**src/design/sge_pkg.sv**
```systemverilog
// Shared types and constants for the scaled glyph row expander.
// No dependencies; every other design file except sge_ifs imports this package.
package sge_pkg;

	localparam int XW = 13;
	localparam int YW = 14;
	localparam int WINW = 11;
	localparam int ROWW = 64;
	localparam int LENW = 7;
	localparam int CFG_IDXW = 3;
	localparam int CFG_DATAW = 11;

	localparam logic [CFG_IDXW-1:0] REG_X_SCALE = 3'd0;
	localparam logic [CFG_IDXW-1:0] REG_Y_SCALE = 3'd1;
	localparam logic [CFG_IDXW-1:0] REG_TRANSPARENT = 3'd2;
	localparam logic [CFG_IDXW-1:0] REG_WIN_TOP = 3'd3;
	localparam logic [CFG_IDXW-1:0] REG_WIN_BOTTOM = 3'd4;

	typedef struct packed {
		logic signed [XW-1:0] x;
		logic [WINW-1:0] lo;
		logic [WINW-1:0] hi;
		logic [LENW-1:0] len;
		logic cut;
		logic [ROWW-1:0] fg;
		logic [ROWW-1:0] wr;
		logic last;
	} sge_item_t;

endpackage

```
**src/design/sge_ifs.sv**
```systemverilog
// Channel interfaces: glyph row input, scanline span output, register writes.
// Field widths are written out here, not taken from sge_pkg.
interface sge_row_if;
	logic valid;
	logic ready;
	logic [10:0] origin_x;
	logic [10:0] origin_y;
	logic signed [7:0] x_offset;
	logic signed [7:0] y_offset;
	logic [5:0] row_index;
	logic [6:0] glyph_width;
	logic [63:0] row_bits;
	logic last_row;

	modport source (output valid, origin_x, origin_y, x_offset, y_offset, row_index,
		glyph_width, row_bits, last_row, input ready);
	modport sink (input valid, origin_x, origin_y, x_offset, y_offset, row_index,
		glyph_width, row_bits, last_row, output ready);
endinterface

interface sge_span_if #(parameter int COORD_BITS = 12);
	logic valid;
	logic ready;
	logic signed [COORD_BITS-1:0] line_x;
	logic signed [COORD_BITS-1:0] line_y;
	logic [6:0] span_len;
	logic [63:0] fg_mask;
	logic [63:0] write_mask;
	logic span_cut;
	logic glyph_done;
	logic last_line;

	modport source (output valid, line_x, line_y, span_len, fg_mask, write_mask, span_cut,
		glyph_done, last_line, input ready);
	modport sink (input valid, line_x, line_y, span_len, fg_mask, write_mask, span_cut,
		glyph_done, last_line, output ready);
endinterface

interface sge_cfg_if;
	logic valid;
	logic ready;
	logic [2:0] index;
	logic [10:0] data;

	modport source (output valid, index, data, input ready);
	modport sink (input valid, index, data, output ready);
endinterface

```
**src/design/scaled_glyph_row_expander_core.sv**
```systemverilog
// Top level of the scaled glyph row expander: front end, row queue and back end.
// Depends on sge_pkg, sge_ifs, sge_front, sge_fifo and sge_back.
//
// Channel   Role    Transaction
// in_row    sink    one glyph bitmap row with position and flags
// out_span  source  one visible scanline span with masks
// cfg       sink    one register write, index and data
//
// A row is registered in the front stage, where it is expanded and tested against the
// window, then waits in a four-entry queue. The back end emits one scanline per cycle
// while the output is ready and the queue holds a row; a row yields one span per
// visible scanline, at most eight. A fully clipped row is dropped and yields nothing.
// Reset clears all control state and loads the register defaults.
// A stalled output holds its span while the front keeps filling the queue.
module scaled_glyph_row_expander_core #(
	parameter int MAX_SPAN = 64,
	parameter int MAX_SCALE = 8,
	parameter int COORD_BITS = 12
) (
	input  logic clk,
	input  logic arst_n,
	sge_row_if.sink in_row,
	sge_span_if.source out_span,
	sge_cfg_if.sink cfg
);
	import sge_pkg::*;

	logic q_full;
	logic q_empty;
	logic q_push;
	logic q_pop;
	sge_item_t push_item;
	sge_item_t head_item;

	sge_front #(
		.MAX_SPAN(MAX_SPAN),
		.MAX_SCALE(MAX_SCALE)
	) u_front (
		.clk(clk),
		.arst_n(arst_n),
		.in_row(in_row),
		.cfg(cfg),
		.q_full(q_full),
		.q_push(q_push),
		.q_item(push_item)
	);

	sge_fifo #(
		.DEPTH(4)
	) u_fifo (
		.clk(clk),
		.arst_n(arst_n),
		.push(q_push),
		.din(push_item),
		.full(q_full),
		.pop(q_pop),
		.dout(head_item),
		.empty(q_empty)
	);

	sge_back #(
		.COORD_BITS(COORD_BITS)
	) u_back (
		.clk(clk),
		.arst_n(arst_n),
		.q_empty(q_empty),
		.q_item(head_item),
		.q_pop(q_pop),
		.out_span(out_span)
	);
endmodule

```
**src/design/sge_fifo.sv**
```systemverilog
// Small flop-based queue of classified rows between front and back.
// Depends on sge_pkg for the item type.
module sge_fifo #(
	parameter int DEPTH = 4
) (
	input  logic clk,
	input  logic arst_n,
	input  logic push,
	input  sge_pkg::sge_item_t din,
	output logic full,
	input  logic pop,
	output sge_pkg::sge_item_t dout,
	output logic empty
);
	import sge_pkg::*;

	localparam int PW = (DEPTH > 1) ? $clog2(DEPTH) : 1;
	localparam int CW = $clog2(DEPTH + 1);

	sge_item_t mem_q [DEPTH];
	logic [PW-1:0] wptr_q;
	logic [PW-1:0] rptr_q;
	logic [CW-1:0] count_q;

	assign full = (count_q == CW'(DEPTH));
	assign empty = (count_q == '0);
	assign dout = mem_q[rptr_q];

	always_ff @(posedge clk or negedge arst_n) begin
		if (!arst_n) begin
			wptr_q <= '0;
			rptr_q <= '0;
			count_q <= '0;
		end else begin
			if (push) begin
				wptr_q <= (wptr_q == PW'(DEPTH - 1)) ? '0 : wptr_q + 1'b1;
			end
			if (pop) begin
				rptr_q <= (rptr_q == PW'(DEPTH - 1)) ? '0 : rptr_q + 1'b1;
			end
			if (push && !pop) begin
				count_q <= count_q + 1'b1;
			end else if (pop && !push) begin
				count_q <= count_q - 1'b1;
			end
		end
	end

	always_ff @(posedge clk) begin
		if (push) begin
			mem_q[wptr_q] <= din;
		end
	end
endmodule

```
**src/design/sge_front.sv**
```systemverilog
// Front end: register file, row expansion into masks, and vertical window classification.
// Depends on sge_pkg and the channel interfaces; feeds sge_fifo.
module sge_front #(
	parameter int MAX_SPAN = 64,
	parameter int MAX_SCALE = 8
) (
	input  logic clk,
	input  logic arst_n,
	sge_row_if.sink in_row,
	sge_cfg_if.sink cfg,
	input  logic q_full,
	output logic q_push,
	output sge_pkg::sge_item_t q_item
);
	import sge_pkg::*;

	logic [3:0] x_scale_q;
	logic [3:0] y_scale_q;
	logic transparent_q;
	logic [WINW-1:0] win_top_q;
	logic [WINW-1:0] win_bottom_q;

	logic [3:0] xs;
	logic [3:0] ys;
	logic [6:0] gw;
	logic [10:0] full_w;
	logic cut_d;
	logic [LENW-1:0] len_d;
	logic [MAX_SCALE-1:0][ROWW-1:0] expd_by_scale;
	logic [ROWW-1:0] expd;
	logic [ROWW-1:0] lmask;
	logic [ROWW-1:0] fg_d;
	logic [9:0] row_prod;
	logic signed [XW-1:0] x_d;
	logic signed [YW-1:0] ybase_d;

	logic v_s1;
	logic signed [XW-1:0] x_s1;
	logic signed [YW-1:0] ybase_s1;
	logic [3:0] ys_s1;
	logic [LENW-1:0] len_s1;
	logic cut_s1;
	logic [ROWW-1:0] fg_s1;
	logic [ROWW-1:0] wr_s1;
	logic last_s1;

	logic signed [YW-1:0] ytop;
	logic signed [YW-1:0] lo;
	logic signed [YW-1:0] hi;
	logic keep;
	logic advance;
	logic in_fire;

	assign cfg.ready = 1'b1;

	always_ff @(posedge clk or negedge arst_n) begin
		if (!arst_n) begin
			x_scale_q <= 4'd1;
			y_scale_q <= 4'd1;
			transparent_q <= 1'b0;
			win_top_q <= '0;
			win_bottom_q <= '1;
		end else if (cfg.valid) begin
			case (cfg.index)
				REG_X_SCALE: x_scale_q <= cfg.data[3:0];
				REG_Y_SCALE: y_scale_q <= cfg.data[3:0];
				REG_TRANSPARENT: transparent_q <= cfg.data[0];
				REG_WIN_TOP: win_top_q <= cfg.data[WINW-1:0];
				REG_WIN_BOTTOM: win_bottom_q <= cfg.data[WINW-1:0];
				default: ;
			endcase
		end
	end

	always_comb begin
		xs = x_scale_q;
		if (x_scale_q == 4'd0) xs = 4'd1;
		else if (x_scale_q > 4'(MAX_SCALE)) xs = 4'(MAX_SCALE);
		ys = y_scale_q;
		if (y_scale_q == 4'd0) ys = 4'd1;
		else if (y_scale_q > 4'(MAX_SCALE)) ys = 4'(MAX_SCALE);
		gw = (in_row.glyph_width > 7'd64) ? 7'd64 : in_row.glyph_width;
		full_w = 11'(gw) * 11'(xs);
		cut_d = full_w > 11'(MAX_SPAN);
		len_d = cut_d ? LENW'(MAX_SPAN) : full_w[LENW-1:0];
	end

	for (genvar k = 0; k < MAX_SCALE; k++) begin : g_scale
		for (genvar i = 0; i < ROWW; i++) begin : g_bit
			localparam int SRC = ROWW - 1 - i / (k + 1);
			assign expd_by_scale[k][i] = in_row.row_bits[SRC];
		end
	end

	always_comb begin
		expd = '0;
		for (int k = 1; k <= MAX_SCALE; k++) begin
			if (xs == 4'(k)) begin
				expd = expd_by_scale[k - 1];
			end
		end
		for (int i = 0; i < ROWW; i++) begin
			lmask[i] = 7'(i) < len_d;
		end
		fg_d = expd & lmask;
	end

	assign row_prod = 10'(in_row.row_index) * 10'(ys);
	assign x_d = $signed({2'b00, in_row.origin_x}) + XW'(in_row.x_offset);
	assign ybase_d = $signed({3'b000, in_row.origin_y}) + YW'(in_row.y_offset)
		+ $signed({4'b0000, row_prod});

	assign ytop = ybase_s1 + $signed({10'd0, ys_s1}) - YW'(1);
	assign lo = (ybase_s1 > $signed({3'b000, win_top_q})) ? ybase_s1
		: $signed({3'b000, win_top_q});
	assign hi = (ytop < $signed({3'b000, win_bottom_q})) ? ytop
		: $signed({3'b000, win_bottom_q});
	assign keep = lo <= hi;

	assign q_push = v_s1 && keep && !q_full;
	assign advance = v_s1 && (!keep || !q_full);
	assign in_row.ready = !v_s1 || advance;
	assign in_fire = in_row.valid && in_row.ready;

	always_comb begin
		q_item.x = x_s1;
		q_item.lo = lo[WINW-1:0];
		q_item.hi = hi[WINW-1:0];
		q_item.len = len_s1;
		q_item.cut = cut_s1;
		q_item.fg = fg_s1;
		q_item.wr = wr_s1;
		q_item.last = last_s1;
	end

	always_ff @(posedge clk or negedge arst_n) begin
		if (!arst_n) begin
			v_s1 <= 1'b0;
		end else if (in_row.ready) begin
			v_s1 <= in_row.valid;
		end
	end

	always_ff @(posedge clk) begin
		if (in_fire) begin
			x_s1 <= x_d;
			ybase_s1 <= ybase_d;
			ys_s1 <= ys;
			len_s1 <= len_d;
			cut_s1 <= cut_d;
			fg_s1 <= fg_d;
			wr_s1 <= transparent_q ? fg_d : lmask;
			last_s1 <= in_row.last_row;
		end
	end
endmodule

```
**src/design/sge_back.sv**
```systemverilog
// Back end: walks the visible scanlines of the queued row and drives the output register.
// Depends on sge_pkg and the span interface; reads from sge_fifo.
module sge_back #(
	parameter int COORD_BITS = 12
) (
	input  logic clk,
	input  logic arst_n,
	input  logic q_empty,
	input  sge_pkg::sge_item_t q_item,
	output logic q_pop,
	sge_span_if.source out_span
);
	import sge_pkg::*;

	logic started_q;
	logic [WINW-1:0] y_q;
	logic [WINW-1:0] y_cur;
	logic fire;
	logic at_end;
	logic ovalid_q;
	logic signed [COORD_BITS-1:0] line_x_q;
	logic signed [COORD_BITS-1:0] line_y_q;
	logic [LENW-1:0] span_len_q;
	logic [ROWW-1:0] fg_q;
	logic [ROWW-1:0] wr_q;
	logic cut_q;
	logic done_q;
	logic last_q;

	assign y_cur = started_q ? y_q : q_item.lo;
	assign fire = !q_empty && (!ovalid_q || out_span.ready);
	assign at_end = y_cur == q_item.hi;
	assign q_pop = fire && at_end;

	assign out_span.valid = ovalid_q;
	assign out_span.line_x = line_x_q;
	assign out_span.line_y = line_y_q;
	assign out_span.span_len = span_len_q;
	assign out_span.fg_mask = fg_q;
	assign out_span.write_mask = wr_q;
	assign out_span.span_cut = cut_q;
	assign out_span.glyph_done = done_q;
	assign out_span.last_line = last_q;

	always_ff @(posedge clk or negedge arst_n) begin
		if (!arst_n) begin
			started_q <= 1'b0;
			y_q <= '0;
			ovalid_q <= 1'b0;
		end else begin
			if (fire) begin
				ovalid_q <= 1'b1;
				started_q <= !at_end;
				y_q <= y_cur + 1'b1;
			end else if (out_span.ready) begin
				ovalid_q <= 1'b0;
			end
		end
	end

	always_ff @(posedge clk) begin
		if (fire) begin
			line_x_q <= COORD_BITS'(q_item.x);
			line_y_q <= COORD_BITS'({1'b0, y_cur});
			span_len_q <= q_item.len;
			fg_q <= q_item.fg;
			wr_q <= q_item.wr;
			cut_q <= q_item.cut;
			done_q <= at_end && q_item.last;
			last_q <= at_end;
		end
	end
endmodule
```
**src/flat_wrapper.sv**
```systemverilog
// flat-port wrapper written by rule: the top's interface ports become plain ports
module scaled_glyph_row_expander_core_flat import sge_pkg::*;
#(
	parameter int MAX_SPAN = 64,
	parameter int MAX_SCALE = 8,
	parameter int COORD_BITS = 12
)
  (clk, arst_n, in_row_valid, in_row_origin_x, in_row_origin_y, in_row_x_offset, in_row_y_offset, in_row_row_index, in_row_glyph_width, in_row_row_bits, in_row_last_row, in_row_ready, out_span_valid, out_span_line_x, out_span_line_y, out_span_span_len, out_span_fg_mask, out_span_write_mask, out_span_span_cut, out_span_glyph_done, out_span_last_line, out_span_ready, cfg_valid, cfg_index, cfg_data, cfg_ready);
  sge_row_if in_row_i ();
  sge_span_if #(.COORD_BITS(COORD_BITS)) out_span_i ();
  sge_cfg_if cfg_i ();
  input  logic clk;
  input  logic arst_n;
  input wire logic [$bits(in_row_i.valid)-1:0] in_row_valid;
  input wire logic [$bits(in_row_i.origin_x)-1:0] in_row_origin_x;
  input wire logic [$bits(in_row_i.origin_y)-1:0] in_row_origin_y;
  input wire logic [$bits(in_row_i.x_offset)-1:0] in_row_x_offset;
  input wire logic [$bits(in_row_i.y_offset)-1:0] in_row_y_offset;
  input wire logic [$bits(in_row_i.row_index)-1:0] in_row_row_index;
  input wire logic [$bits(in_row_i.glyph_width)-1:0] in_row_glyph_width;
  input wire logic [$bits(in_row_i.row_bits)-1:0] in_row_row_bits;
  input wire logic [$bits(in_row_i.last_row)-1:0] in_row_last_row;
  output wire logic [$bits(in_row_i.ready)-1:0] in_row_ready;
  output wire logic [$bits(out_span_i.valid)-1:0] out_span_valid;
  output wire logic [$bits(out_span_i.line_x)-1:0] out_span_line_x;
  output wire logic [$bits(out_span_i.line_y)-1:0] out_span_line_y;
  output wire logic [$bits(out_span_i.span_len)-1:0] out_span_span_len;
  output wire logic [$bits(out_span_i.fg_mask)-1:0] out_span_fg_mask;
  output wire logic [$bits(out_span_i.write_mask)-1:0] out_span_write_mask;
  output wire logic [$bits(out_span_i.span_cut)-1:0] out_span_span_cut;
  output wire logic [$bits(out_span_i.glyph_done)-1:0] out_span_glyph_done;
  output wire logic [$bits(out_span_i.last_line)-1:0] out_span_last_line;
  input wire logic [$bits(out_span_i.ready)-1:0] out_span_ready;
  input wire logic [$bits(cfg_i.valid)-1:0] cfg_valid;
  input wire logic [$bits(cfg_i.index)-1:0] cfg_index;
  input wire logic [$bits(cfg_i.data)-1:0] cfg_data;
  output wire logic [$bits(cfg_i.ready)-1:0] cfg_ready;
  assign in_row_i.valid = in_row_valid;
  assign in_row_i.origin_x = in_row_origin_x;
  assign in_row_i.origin_y = in_row_origin_y;
  assign in_row_i.x_offset = in_row_x_offset;
  assign in_row_i.y_offset = in_row_y_offset;
  assign in_row_i.row_index = in_row_row_index;
  assign in_row_i.glyph_width = in_row_glyph_width;
  assign in_row_i.row_bits = in_row_row_bits;
  assign in_row_i.last_row = in_row_last_row;
  assign in_row_ready = in_row_i.ready;
  assign out_span_valid = out_span_i.valid;
  assign out_span_line_x = out_span_i.line_x;
  assign out_span_line_y = out_span_i.line_y;
  assign out_span_span_len = out_span_i.span_len;
  assign out_span_fg_mask = out_span_i.fg_mask;
  assign out_span_write_mask = out_span_i.write_mask;
  assign out_span_span_cut = out_span_i.span_cut;
  assign out_span_glyph_done = out_span_i.glyph_done;
  assign out_span_last_line = out_span_i.last_line;
  assign out_span_i.ready = out_span_ready;
  assign cfg_i.valid = cfg_valid;
  assign cfg_i.index = cfg_index;
  assign cfg_i.data = cfg_data;
  assign cfg_ready = cfg_i.ready;
  scaled_glyph_row_expander_core #(.MAX_SPAN(MAX_SPAN), .MAX_SCALE(MAX_SCALE), .COORD_BITS(COORD_BITS)) u_core (.clk(clk), .arst_n(arst_n), .in_row(in_row_i), .out_span(out_span_i), .cfg(cfg_i));
endmodule
```
**config.mk**
```make
export PLATFORM = sky130hd
export DESIGN_NAME = scaled_glyph_row_expander_core_flat
export DESIGN_NICKNAME = d
export VERILOG_FILES = /design/src/design/sge_pkg.sv /design/src/design/sge_ifs.sv /design/src/design/scaled_glyph_row_expander_core.sv /design/src/design/sge_fifo.sv /design/src/design/sge_front.sv /design/src/design/sge_back.sv /design/src/flat_wrapper.sv
export SDC_FILE = /design/constraint.sdc
export NUM_CORES = 1
export LEC_CHECK = 0
export BUFFER_PORTS_ARGS = -buffer_cell sky130_fd_sc_hd__buf_2
export CAP_MARGIN = 20
export CORE_MARGIN = 2
export CORE_UTILIZATION = 40
export DETAILED_ROUTE_END_ITERATION = 6
export PLACE_DENSITY = 0.58
export SLEW_MARGIN = 20
export SYNTH_ARGS = -nofsm -noshare
export SYNTH_HDL_FRONTEND = slang
export SYNTH_SLANG_ARGS = --single-unit
```
**constraint.sdc**
```tcl
create_clock -name clk -period 14.1 [get_ports clk]
set_clock_uncertainty 0.05 [all_clocks]
set_input_delay 2.82 -clock clk [delete_from_list [all_inputs] [get_ports clk]]
set_output_delay 2.82 -clock clk [all_outputs]
set_load 0.02 [all_outputs]
```
# --- Word level (Yosys, flattened, before mapping) ---
# Memories as Yosys holds them, arrays and structs flattened.
# Cells that the tools add are included.
totals:
  reg_bits: 381
  ramBits: 688
  inputBits: 135
  output_inout_bits: 165
  wordCells: 186
  memories: 1
op_classes:
  addsub: 10
  multipliers: 2
  magnitude_cmp: 71
  n_eq_ne: 16
  muxes: 26
  bitwise: 1
  n_reduce_logical: 31
memory_table:
  columns: ["name", "words", "width", "read_ports", "rd_ports_with_merged_regs", "wr", "line", "source"]
  rows:
  - ["u_core.u_fifo.mem_q", 4, 172, 1, 0, 1, "sge_fifo.sv:20", "sge_item_t mem_q [DEPTH];"]
ops:
  columns: ["op", "count"]
  rows:
  - ["$mux 64", 9]
  - ["$lt 6x7->1 const A", 32]
  - ["$lt 5x7->1 const A", 16]
  - ["$and 64x64->64", 1]
  - ["$lt 4x7->1 const A", 8]
  - ["$lt 3x7->1 const A", 4]
  - ["$mux 14", 2]
  - ["$add 12x8->13", 2]
  - ["$eq 4x3->1 const B", 4]
  - ["$mux 4", 4]
  - ["$add 13x11->14", 1]
  - ["$add 14x5->14", 1]
  - ["$gt 14x12->1", 1]
  - ["$le 14x14->1", 1]
  - ["$lt 1x7->1 const A", 2]
  - ["$lt 14x12->1", 1]
  - ["$lt 2x7->1 const A", 2]
  - ["$mux 7", 2]
  - ["$sub 14x2->14 const B", 1]
  - ["$add 11x1->11 const B", 1]
  - ["$eq 11x11->1", 1]
  - ["$gt 11x7->1 const B", 1]
  - ["$mul 7x4->11", 1]
  - ["$mux 11", 1]
  - ["23 further kinds", 58]

# --- Depth between registers and ports, before layout ---
# Gate-level depths: netlist (run 1).
depth:
  ltp_word: 14
  depth_mapped: 36
  ltp_nobuf: 35

# --- By module ---
# A second synthesis (run 1) with hierarchy kept.
hier_totals:
  cells_unflattened: 2822
  hier_area_um2: 46410.8
by_module_without_submodules:
  columns: ["mod", "n_inst", "cells_each", "area_per_inst_um2", "seq_area_each_um2"]
  rows:
  - ["sge_fifo", 1, 936, 25291.8, 20835.0]
  - ["sge_front", 1, 1619, 15150.8, 5861.9]
  - ["sge_back", 1, 267, 5968.2, 5159.9]

# --- Worst setup path before layout (run 1) ---
# Ideal clock, no wire load.
synth_path:
  kind: "reg-to-reg"
  from: "reg u_core.u_front.ybase_s1[1]"
  to: "reg u_core.u_front.cut_s1 (enable)"
  setup_time_ps: 715
  arrival_time_ps: 12239
  required_time_ps: 13335
  setup_slack_ps: 1096
  path_stages_with_launch: 31
  path_buffers: 1
  period_less_slack_ps: 13004
  cell_sequence: "edfxtp_1 inv_1 ha_1 inv_1 ha_1 inv_1 fa_1 nor2b_1 o31ai_1 a21boi_0 ha_1 a21o_1 a211oi_1 nand2_1 o221ai_1 a21oi_1 nor2_1 nand4b_1 ha_1 buf_1 nand2_1 o21ai_0 inv_1 ha_1 nand4_1 nor3_1 nand3_1 nand3_1 a211oi_1 nor3_1 nor2b_1"
synth_rtl:
  columns: ["element", "line", "source"]
  rows:
  - ["start: declaration", "sge_front.sv:39", "logic signed [YW-1:0] ybase_s1;"]
  - ["start signal: assignment", "sge_front.sv:147", "ybase_s1 <= ybase_d;"]
  - ["end signal: assignment", "sge_front.sv:150", "cut_s1 <= cut_d;"]
  - ["end: declaration", "sge_front.sv:42", "logic cut_s1;"]

==> impl_metrics.env, run 1 <==
export IMPL_post_drt_wl_per_cell_microns=24.85
export IMPL_ys_flop_type="sky130_fd_sc_hd__edfxtp_1"
export IMPL_floorplan_die_area_sq_mm=0.1172
export IMPL_postSynth_asyncResetShare_pct=4.887
export IMPL_grt_setup_unrepaired="false"
export IMPL_drt_wl_total_microns=117700
export IMPL_multiInputGateArea_sq_mm=0.01292
export IMPL_cts_buffer_depth=3
export IMPL_worstMarginPinSlew_ns=1.104
export IMPL_chipHeight_microns=342.3
export IMPL_endpoint_kind="primary output"
export IMPL_layout_filler_cells=9929
export IMPL_synth_top_cells_by_area="sky130_fd_sc_hd__edfxtp_1 (66%), sky130_fd_sc_hd__mux4_2 (8.4%), sky130_fd_sc_hd__ha_1 (3.1%)"
export IMPL_crit_path_max_fanout=14
export IMPL_initial_util_pct=40.21
export IMPL_finalSetupViolCount=0
export IMPL_cp_slowest_cell="sky130_fd_sc_hd__ha_1"
export IMPL_pwr_density_cell_mw_per_mm2=246.0
export IMPL_yosys_warnings=0
export IMPL_layout_area_seq_sq_mm=0.03172
export IMPL_total_leakage_power_nw=18.34
export IMPL_holdCritPathClass="reg -> reg"
export IMPL_hpwl_microns=80240
export IMPL_drv_slew=0
export IMPL_yosysUniqueCellTypes=83
export IMPL_synth_top_area_cell="sky130_fd_sc_hd__edfxtp_1"
export IMPL_crit_path_buffers_inverters=6
export IMPL_antenna_found_initial=19
export IMPL_cts_tree="built"
export IMPL_routabilityCongestion=0.9101
export IMPL_timing_fmax_ghz=0.1006
export IMPL_globalRoute_totalOverflow=0
export IMPL_worst_endpoint_required_ns=11.23
export IMPL_max_cap_violations=0
export IMPL_die_width_microns=342.3
export IMPL_cp_data_arrival_time_ns=7.07
export IMPL_finish_instance_area_sq_mm=0.05252
export IMPL_critical_path_startpoint_type="flip-flop"
export IMPL_vias=26320
export IMPL_boundaryPins=300
export IMPL_synth_seq_cells=1064
export IMPL_status="completed"
export IMPL_rows=124
export IMPL_synthesis_nets=3091
export IMPL_grt_pass1_wl_microns=173000
export IMPL_final_min_clock_period_ns=9.940
export IMPL_flow_area_growth_from_synthesis_pct=14.70
export IMPL_postRouteAntennaNets=0
export IMPL_htree_num_levels=3
export IMPL_placedInstanceArea_sq_mm=0.04903
export IMPL_finalNetCount=3404
export IMPL_io_buffers=297
export IMPL_cts_root_buf="sky130_fd_sc_hd__clkbuf_16"
export IMPL_cts_hold_buffers=0
export IMPL_synth_area_per_cell_sq_um=16.28
export IMPL_grt_usage_pct=19.82
export IMPL_route_detailed_drc=0
export IMPL_syn_cell_area_sq_mm=0.04579
export IMPL_hold_viol=0
export IMPL_cts_made_buffers=108
export IMPL_postCtsResizedCells=0
export IMPL_portion_of_the_post_synthesis_area_used_by_sequential_elements_pct=69.25
export IMPL_max_slew_margin_vs_limit_pct=26.39
export IMPL_post_route_cells_drive_above_1_share_pct=23.50
export IMPL_timing_worst_setup_path_type="reg -> out"
export IMPL_max_vdd_ir_drop_mv=0.2167
export IMPL_critPathTopFamily="adder cells"
export IMPL_detail_route_first_pass_iterations=5
export IMPL_route_detailed_vias_per_inst=5.557
export IMPL_first_iter_violations=2205
export IMPL_grt_start_max_net_pins=157
export IMPL_layout_core_utilization_pct=46.12
export IMPL_post_synth_inst_count=2812
export IMPL_synth_edf_count=1012
export IMPL_clock_sinks=1064
export IMPL_grt_pass1_vias=26660
export IMPL_cts_repair_timing_setup_buffer_count=0
export IMPL_cp_slowest_stage_delay_ns=0.66
export IMPL_synth_top_area_share_pct=66.37
export IMPL_clk_latency_ns=0.70
export IMPL_final_min_period_over_clock_period_pct=70.49
export IMPL_clk_pin_slew_worst_paths_ns=0.06
export IMPL_core_area_sq_mm=0.1139
export IMPL_setup_total_negative_slack_ns=0
## layout by cell type, fill, tap and decap left out, types with 24 or more instances in the layout
cell / synthesis / layout
sky130_fd_sc_hd__edfxtp_1: 1012 / 1012
sky130_fd_sc_hd__buf_2: 21 / 297
sky130_fd_sc_hd__inv_1: 179 / 179
sky130_fd_sc_hd__mux4_2: 171 / 171
sky130_fd_sc_hd__nand2_1: 134 / 134
sky130_fd_sc_hd__a21oi_1: 125 / 124
sky130_fd_sc_hd__nor2_1: 118 / 115
sky130_fd_sc_hd__ha_1: 112 / 112
sky130_fd_sc_hd__clkbuf_16: 0 / 109
sky130_fd_sc_hd__o21ai_0: 81 / 81
sky130_fd_sc_hd__a22oi_1: 60 / 60
sky130_fd_sc_hd__nor3_1: 53 / 51
sky130_fd_sc_hd__nand3_1: 48 / 48
sky130_fd_sc_hd__a211oi_1: 44 / 43
sky130_fd_sc_hd__buf_4: 3 / 40
sky130_fd_sc_hd__mux2i_1: 36 / 36
sky130_fd_sc_hd__xnor2_1: 35 / 35
sky130_fd_sc_hd__dfrtp_1: 39 / 35
sky130_fd_sc_hd__mux2_2: 32 / 32
sky130_fd_sc_hd__fa_1: 32 / 32
sky130_fd_sc_hd__a221oi_1: 28 / 28
sky130_fd_sc_hd__and2_1: 30 / 26
sky130_fd_sc_hd__a21o_1: 26 / 26
sky130_fd_sc_hd__nor2b_1: 25 / 24
sky130_fd_sc_hd__clkbuf_1: 86 / 24
## layout make-up
cell class / count / share of cell area [%]
repair buffers: 340 / 3.531
clock inverters: 62 / 1.001
clock buffers: 140 / 5.549
well taps: 1512 / 3.602
inverters: 182 / 1.301
flip-flops and latches: 1064 / 60.39
diodes: 7 / 0.03335
multi-input cells: 1429 / 24.59
## metal layers
metal,global-route usage (%),share of wire [%],vias up
li1,-,-,11600
met5,0,0.099,-
met1,26.81,42,13600
met3,4.516,7.0,197
met4,6.049,2.5,16
met2,31.96,48,905
## power by group
part | switching [mW] | leakage (nW) | internal (mW) | total [mW]
sequential | 0.491 | 9.97 | 5.46 | 5.96
combinational | 2.76 | 6.69 | 1.44 | 4.20
clock | 1.19 | 1.68 | 1.57 | 2.77
total | 4.44 | 18.3 | 8.48 | 12.9
## cells in the mapped netlist, types with 4 or more instances
master / count
sky130_fd_sc_hd__nor4_1: 7
sky130_fd_sc_hd__fa_1: 32
sky130_fd_sc_hd__nand2_1: 134
sky130_fd_sc_hd__a2111oi_0: 5
sky130_fd_sc_hd__ha_1: 112
sky130_fd_sc_hd__dfstp_2: 13
sky130_fd_sc_hd__or3_1: 7
sky130_fd_sc_hd__or2_2: 10
sky130_fd_sc_hd__o21ai_0: 81
sky130_fd_sc_hd__xor2_1: 22
sky130_fd_sc_hd__a22oi_1: 60
sky130_fd_sc_hd__o21bai_1: 9
sky130_fd_sc_hd__a31oi_1: 13
sky130_fd_sc_hd__dfrtp_1: 39
sky130_fd_sc_hd__o211ai_1: 10
sky130_fd_sc_hd__xnor2_1: 35
sky130_fd_sc_hd__o31a_1: 14
sky130_fd_sc_hd__mux4_2: 171
sky130_fd_sc_hd__clkbuf_1: 86
sky130_fd_sc_hd__and3_1: 12
sky130_fd_sc_hd__a32oi_1: 9
sky130_fd_sc_hd__a211oi_1: 44
sky130_fd_sc_hd__a22o_1: 4
sky130_fd_sc_hd__buf_2: 21
sky130_fd_sc_hd__inv_1: 179
sky130_fd_sc_hd__nand3_1: 48
sky130_fd_sc_hd__nand4_1: 13
sky130_fd_sc_hd__nor2_1: 118
sky130_fd_sc_hd__mux2i_1: 36
sky130_fd_sc_hd__a21o_1: 26
sky130_fd_sc_hd__a21boi_0: 5
sky130_fd_sc_hd__a221oi_1: 28
sky130_fd_sc_hd__nor3_1: 53
sky130_fd_sc_hd__nand2b_1: 19
sky130_fd_sc_hd__buf_1: 25
sky130_fd_sc_hd__edfxtp_1: 1012
sky130_fd_sc_hd__o21a_1: 15
sky130_fd_sc_hd__nor2b_1: 25
sky130_fd_sc_hd__a21oi_1: 125
sky130_fd_sc_hd__mux2_2: 32
sky130_fd_sc_hd__nor3b_1: 8
sky130_fd_sc_hd__and2_1: 30
## worst reg2reg max path: cells and delay by family, from the launching register on
kind / cells / cell delay, ns
multiplexers: 1 / 0.45
flip-flops: 1 / 0.42
AO/OA/AOI/OAI: 10 / 1.69
buffers and inverters: 7 / 2.20
adder cells (fa/ha/maj): 6 / 2.02
AND/OR/NAND/NOR: 7 / 1.28
## logic make-up (layout without fill, tap and decap cells)
logic type / count (synthesis) / after routing / share of synthesized area, %
flops: 1064 / 1064 / 69.25
simple gates: 501 / 501 / 5.320
compound gates: 484 / 484 / 7.099
buf+inv: 319 / 724 / 2.716
mux: 240 / 240 / 10.02
fa+ha+maj: 144 / 144 / 4.460
xor+xnor: 58 / 58 / 1.126
other cells: 2 / 9 / 0.01640
## metrics by stage
| step | worst slack, ns | power [mW] | instances | hold WS (ns) |
|---|---|---|---|---|
| floorplan | 1.096 | 8.852 | 2812 | 0.4060 |
| global placement | 4.893 | 10.13 | 4526 | 0.4162 |
| detailed placement | 4.853 | 10.28 | 4526 | 0.4316 |
| CTS | 4.059 | 13.08 | 4728 | 0.4369 |
| global route | 3.680 | 13.63 | 4734 | 0.4623 |
| finish | 4.160 | 12.92 | 4736 | 0.4447 |
## worst paths after layout
check                                           startpoint                    endpoint  slack, ns  cells past startpoint
worst max-delay path            u_core.u_front.ybase_s1[1]                in_row_ready       4.16                     29
worst min-delay path               u_core.u_front.fg_s1[4]  u_core.u_fifo.mem_q[1][69]       0.44                      0
worst max register to register  u_core.u_front.ybase_s1[1]  u_core.u_fifo.mem_q[0][93]       5.50                     31
worst min register to register     u_core.u_front.fg_s1[4]  u_core.u_fifo.mem_q[1][69]       0.44                      0
max in group asynchronous                           arst_n     u_core.u_fifo.rptr_q[1]      11.16                      2
min in group asynchronous                           arst_n        u_core.u_back.y_q[7]       2.25                      2
## state kept, by name, summed over array words and instances, names as in the netlist, 2 cells and up
| register | cells |
|---|---|
| u_core.u_back.out_span.fg_mask | 64 |
| u_core.u_back.out_span.line_x | 12 |
| u_core.u_back.out_span.line_y | 11 |
| u_core.u_back.out_span.span_len | 7 |
| u_core.u_back.out_span.write_mask | 64 |
| u_core.u_back.y_q | 11 |
| u_core.u_fifo.count_q | 3 |
| u_core.u_fifo.mem_q | 684 |
| u_core.u_fifo.rptr_q | 2 |
| u_core.u_fifo.wptr_q | 2 |
| u_core.u_front.fg_s1 | 64 |
| u_core.u_front.len_s1 | 7 |
| u_core.u_front.win_bottom_q | 11 |
| u_core.u_front.win_top_q | 11 |
| u_core.u_front.wr_s1 | 64 |
| u_core.u_front.x_s1 | 12 |
| u_core.u_front.x_scale_q | 4 |
| u_core.u_front.y_scale_q | 4 |
| u_core.u_front.ybase_s1 | 14 |
| u_core.u_front.ys_s1 | 4 |
No activity file was read; power rests on OpenSTA's default activity.
==> run 2: changes to the inputs <==
- ABC_AREA: default -> 1
- PLACE_DENSITY: 0.58 -> 0.6
- clock period: 14.1 -> 8.96 ns (I/O delays scaled with it)
==> run 2 against run 1 <==
Compared with the run above:
- combinational power rose by 37%
- worst setup slack got worse by 3.3 ns
- first-iteration DRC count rose by 28%
- sequential share of layout area fell by 0.28 points
- critical path type unchanged
- global-route usage rose by 0.80 points
- power rose by 45%
- highest routed layer unchanged
- core utilization rose by 0.21 points
- synthesized cell count rose by 36%
- via count rose by 14%
- largest cell class unchanged
- cell area rose by 0.45%
- non-clock buffer count fell by 1
- clock power rose by 65%
==> impl_metrics.env, run 2 <==
export IMPL_synthesis_nets=4096
export IMPL_timing_fmax_ghz=0.1240
export IMPL_cts_made_buffers=107
export IMPL_finalSetupViolCount=0
export IMPL_hold_viol=0
export IMPL_detail_route_first_pass_iterations=5
export IMPL_met2RoutedLength_microns=54900
export IMPL_vias=29970
export IMPL_synth_area_per_cell_sq_um=11.99
export IMPL_top_layer_used="met5"
export IMPL_synth_top_cells_by_area="sky130_fd_sc_hd__edfxtp_1 (66%), sky130_fd_sc_hd__o21ai_0 (5.1%), sky130_fd_sc_hd__nor2_1 (4.5%)"
export IMPL_flow_area_growth_from_synthesis_pct=15.24
export IMPL_die_width_microns=342.3
export IMPL_synth_seq_cells=1064
export IMPL_timing_worst_setup_path_type="reg -> out"
export IMPL_setup_total_negative_slack_ns=0
export IMPL_grt_setup_unrepaired="false"
export IMPL_hold_ws_ns=0.4162
export IMPL_post_drt_wl_per_cell_microns=21.46
export IMPL_cp_data_arrival_time_ns=6.22
export IMPL_crit_path_start="u_core.u_front.ybase_s1[1]"
export IMPL_final_min_clock_period_ns=8.062
export IMPL_finalPower_mw=18.71
export IMPL_io_buffers=297
export IMPL_clk_latency_ns=0.73
export IMPL_postCtsResizedCells=0
export IMPL_synth_most_common_cell="sky130_fd_sc_hd__edfxtp_1"
export IMPL_max_cap_violations=0
export IMPL_placedInstanceArea_sq_mm=0.04911
export IMPL_post_synth_inst_count=3817
export IMPL_ys_flop_type="sky130_fd_sc_hd__edfxtp_1"
export IMPL_cts_repair_timing_setup_buffer_count=0
export IMPL_cts_buffer_depth=3
export IMPL_route_detailed_vias_per_inst=5.246
export IMPL_status="completed"
export IMPL_cts_root_buf="sky130_fd_sc_hd__clkbuf_16"
export IMPL_cts_hold_buffers=0
export IMPL_synth_top_area_cell="sky130_fd_sc_hd__edfxtp_1"
export IMPL_total_leakage_power_nw=20.31
export IMPL_rows=124
export IMPL_yosys_warnings=0
export IMPL_wl_met3_microns=8669
export IMPL_cts_tree="built"
export IMPL_route_detailed_drc=0
export IMPL_cp_slowest_stage_delay_ns=0.51
export IMPL_crit_path_buffers_inverters=7
export IMPL_pwr_density_cell_mw_per_mm2=354.7
export IMPL_postRouteAntennaNets=0
export IMPL_endpoint_kind="primary output"
export IMPL_postSynth_asyncResetShare_pct=4.887
export IMPL_grt_pass1_wl_microns=181800
export IMPL_final_min_period_over_clock_period_pct=89.97
export IMPL_ys_top_cells_by_count="sky130_fd_sc_hd__edfxtp_1 (1012), sky130_fd_sc_hd__nor2_1 (553), sky130_fd_sc_hd__o21ai_0 (467)"
export IMPL_cp_slowest_cell="sky130_fd_sc_hd__ha_1"
export IMPL_post_route_cells_drive_above_1_share_pct=12.78
export IMPL_first_iter_violations=2814
export IMPL_chipHeight_microns=342.3
export IMPL_max_flop_register="u_core.u_fifo.mem_q"
export IMPL_finish_instance_area_sq_mm=0.05276
export IMPL_grt_usage_pct=20.63
export IMPL_globalRoute_totalOverflow=0
export IMPL_mostFrequentLayoutCell="sky130_fd_sc_hd__edfxtp_1"
export IMPL_largest_register_ff_count=684
export IMPL_yosysUniqueCellTypes=53
export IMPL_critical_path_startpoint_type="flip-flop"
export IMPL_initial_util_pct=40.20
export IMPL_number_of_placed_instances_with_taps_included=5508
export IMPL_syn_cell_area_sq_mm=0.04578
export IMPL_grt_pass1_vias=28290
export IMPL_critPathTopFamily="adder cells"
export IMPL_core_area_sq_mm=0.1139
export IMPL_boundaryPins=300
export IMPL_max_vdd_ir_drop_mv=0.1860
export IMPL_drv_slew=0
export IMPL_worst_endpoint_required_ns=7.12
export IMPL_antenna_found_initial=16
export IMPL_grt_start_max_net_pins=200
export IMPL_synth_top_area_share_pct=66.38
export IMPL_synth_edf_count=1012
export IMPL_clk_pin_slew_worst_paths_ns=0.06
export IMPL_crit_path_max_fanout=14
export IMPL_commonest_cells_after_routing_fill_and_taps_aside="sky130_fd_sc_hd__edfxtp_1 (1012), sky130_fd_sc_hd__nor2_1 (548), sky130_fd_sc_hd__o21ai_0 (467), sky130_fd_sc_hd__nand2_1 (412), sky130_fd_sc_hd__inv_1 (386)"
export IMPL_clock_sinks=1064
export IMPL_htree_num_levels=3
export IMPL_finalNetCount=4384
export IMPL_drt_wl_total_microns=122600
export IMPL_hpwl_microns=83130
export IMPL_reg2reg_depth=33
export IMPL_worstMarginPinSlew_ns=1.054
export IMPL_max_slew_margin_vs_limit_pct=29.74
export IMPL_final_cell_count_no_fill=5712
export IMPL_floorplan_die_area_sq_mm=0.1172
export IMPL_r2r_start="u_core.u_front.ybase_s1[1]"
export IMPL_holdCritPathClass="reg -> reg"
export IMPL_met1_length_microns=55000
export IMPL_r2r_setup_slack_ns=1.53
export IMPL_cp_num_cells=31
export IMPL_worst_setup_path_endpoint="in_row_ready"
export IMPL_worst_r2r_endpoint="u_core.u_fifo.mem_q[1][167]"
export IMPL_portion_of_the_post_synthesis_area_used_by_sequential_elements_pct=69.26
export IMPL_routabilityCongestion=0.9653
-- run 2: changes by cell type in the layout (fill, tap and decap cells not counted), moves of 171 or more --
cell	change
sky130_fd_sc_hd__o21ai_0	+386
sky130_fd_sc_hd__nand2_1	+278
sky130_fd_sc_hd__o22ai_1	+180
sky130_fd_sc_hd__mux4_2	-171
sky130_fd_sc_hd__inv_1	+207
sky130_fd_sc_hd__nor2_1	+433
-- run 2: kinds of logic (layout without fill, tap and decap cells) --
family | count (synthesis) | after routing | share of synthesized area [%]
xor+xnor | 52 | 52 | 0.9948
flops | 1064 | 1064 | 69.26
compound gates | 831 | 831 | 10.19
other cells | 2 | 9 | 0.01640
buf+inv | 556 | 932 | 4.695
simple gates | 1168 | 1168 | 10.39
fa+ha+maj | 144 | 144 | 4.460
-- run 2: how the worst min path moves through the flow --
stage                                            from                           to  slack (ns)  cells past startpoint
final                        u_core.u_front.wr_s1[33]   u_core.u_fifo.mem_q[2][34]        0.42                      0
after global routing         u_core.u_front.fg_s1[28]   u_core.u_fifo.mem_q[0][93]        0.44                      0
after CTS                    u_core.u_front.wr_s1[33]   u_core.u_fifo.mem_q[0][34]        0.42                      0
after detailed placement  u_core.u_front.y_scale_q[1]  u_core.u_front.y_scale_q[1]        0.43                      2
after global placement          u_core.u_back.y_q[10]        u_core.u_back.y_q[10]        0.42                      2
after floorplan                  u_core.u_back.y_q[9]         u_core.u_back.y_q[9]        0.40                      2
-- run 2: layout make-up --
cell class              instances  area (sq um)
diodes                          7         17.52
clock buffers                 130          2774
clock inverters                67         859.6
fillers                     10420         61120
inverters                     396          1501
multi-input cells            2197         11970
flip-flops and latches       1064         31710
well taps                    1512          1892
repair buffers                339          2027
-- run 2: per-stage QoR --
| stage | util (%) | worst slack (ns) |
|---|---|---|
| CTS | 46.31 | 0.7849 |
| global placement | 43.12 | 1.594 |
| floorplan | - | -0.9010 |
| global route | 46.32 | 0.1014 |
| detailed placement | 43.12 | 1.490 |
| finish | 46.33 | 0.8985 |
-- run 2: layer usage --
metal / global-route usage, % / vias to the layer above
met3: 3.712 / 208
met4: 6.762 / 14
met2: 31.41 / 965
met1: 29.90 / 14680
met5: 0 / -
li1: - / 14100
-- run 2: report_power, final --
part / internal [mW] / leakage (nW) / total [mW] / switching (mW)
Clock: 2.65 / 1.74 / 4.56 / 1.90
Combinational: 1.64 / 8.52 / 5.76 / 4.12
Sequential: 7.74 / 10.1 / 8.40 / 0.656
Total: 12.0 / 20.3 / 18.7 / 6.68
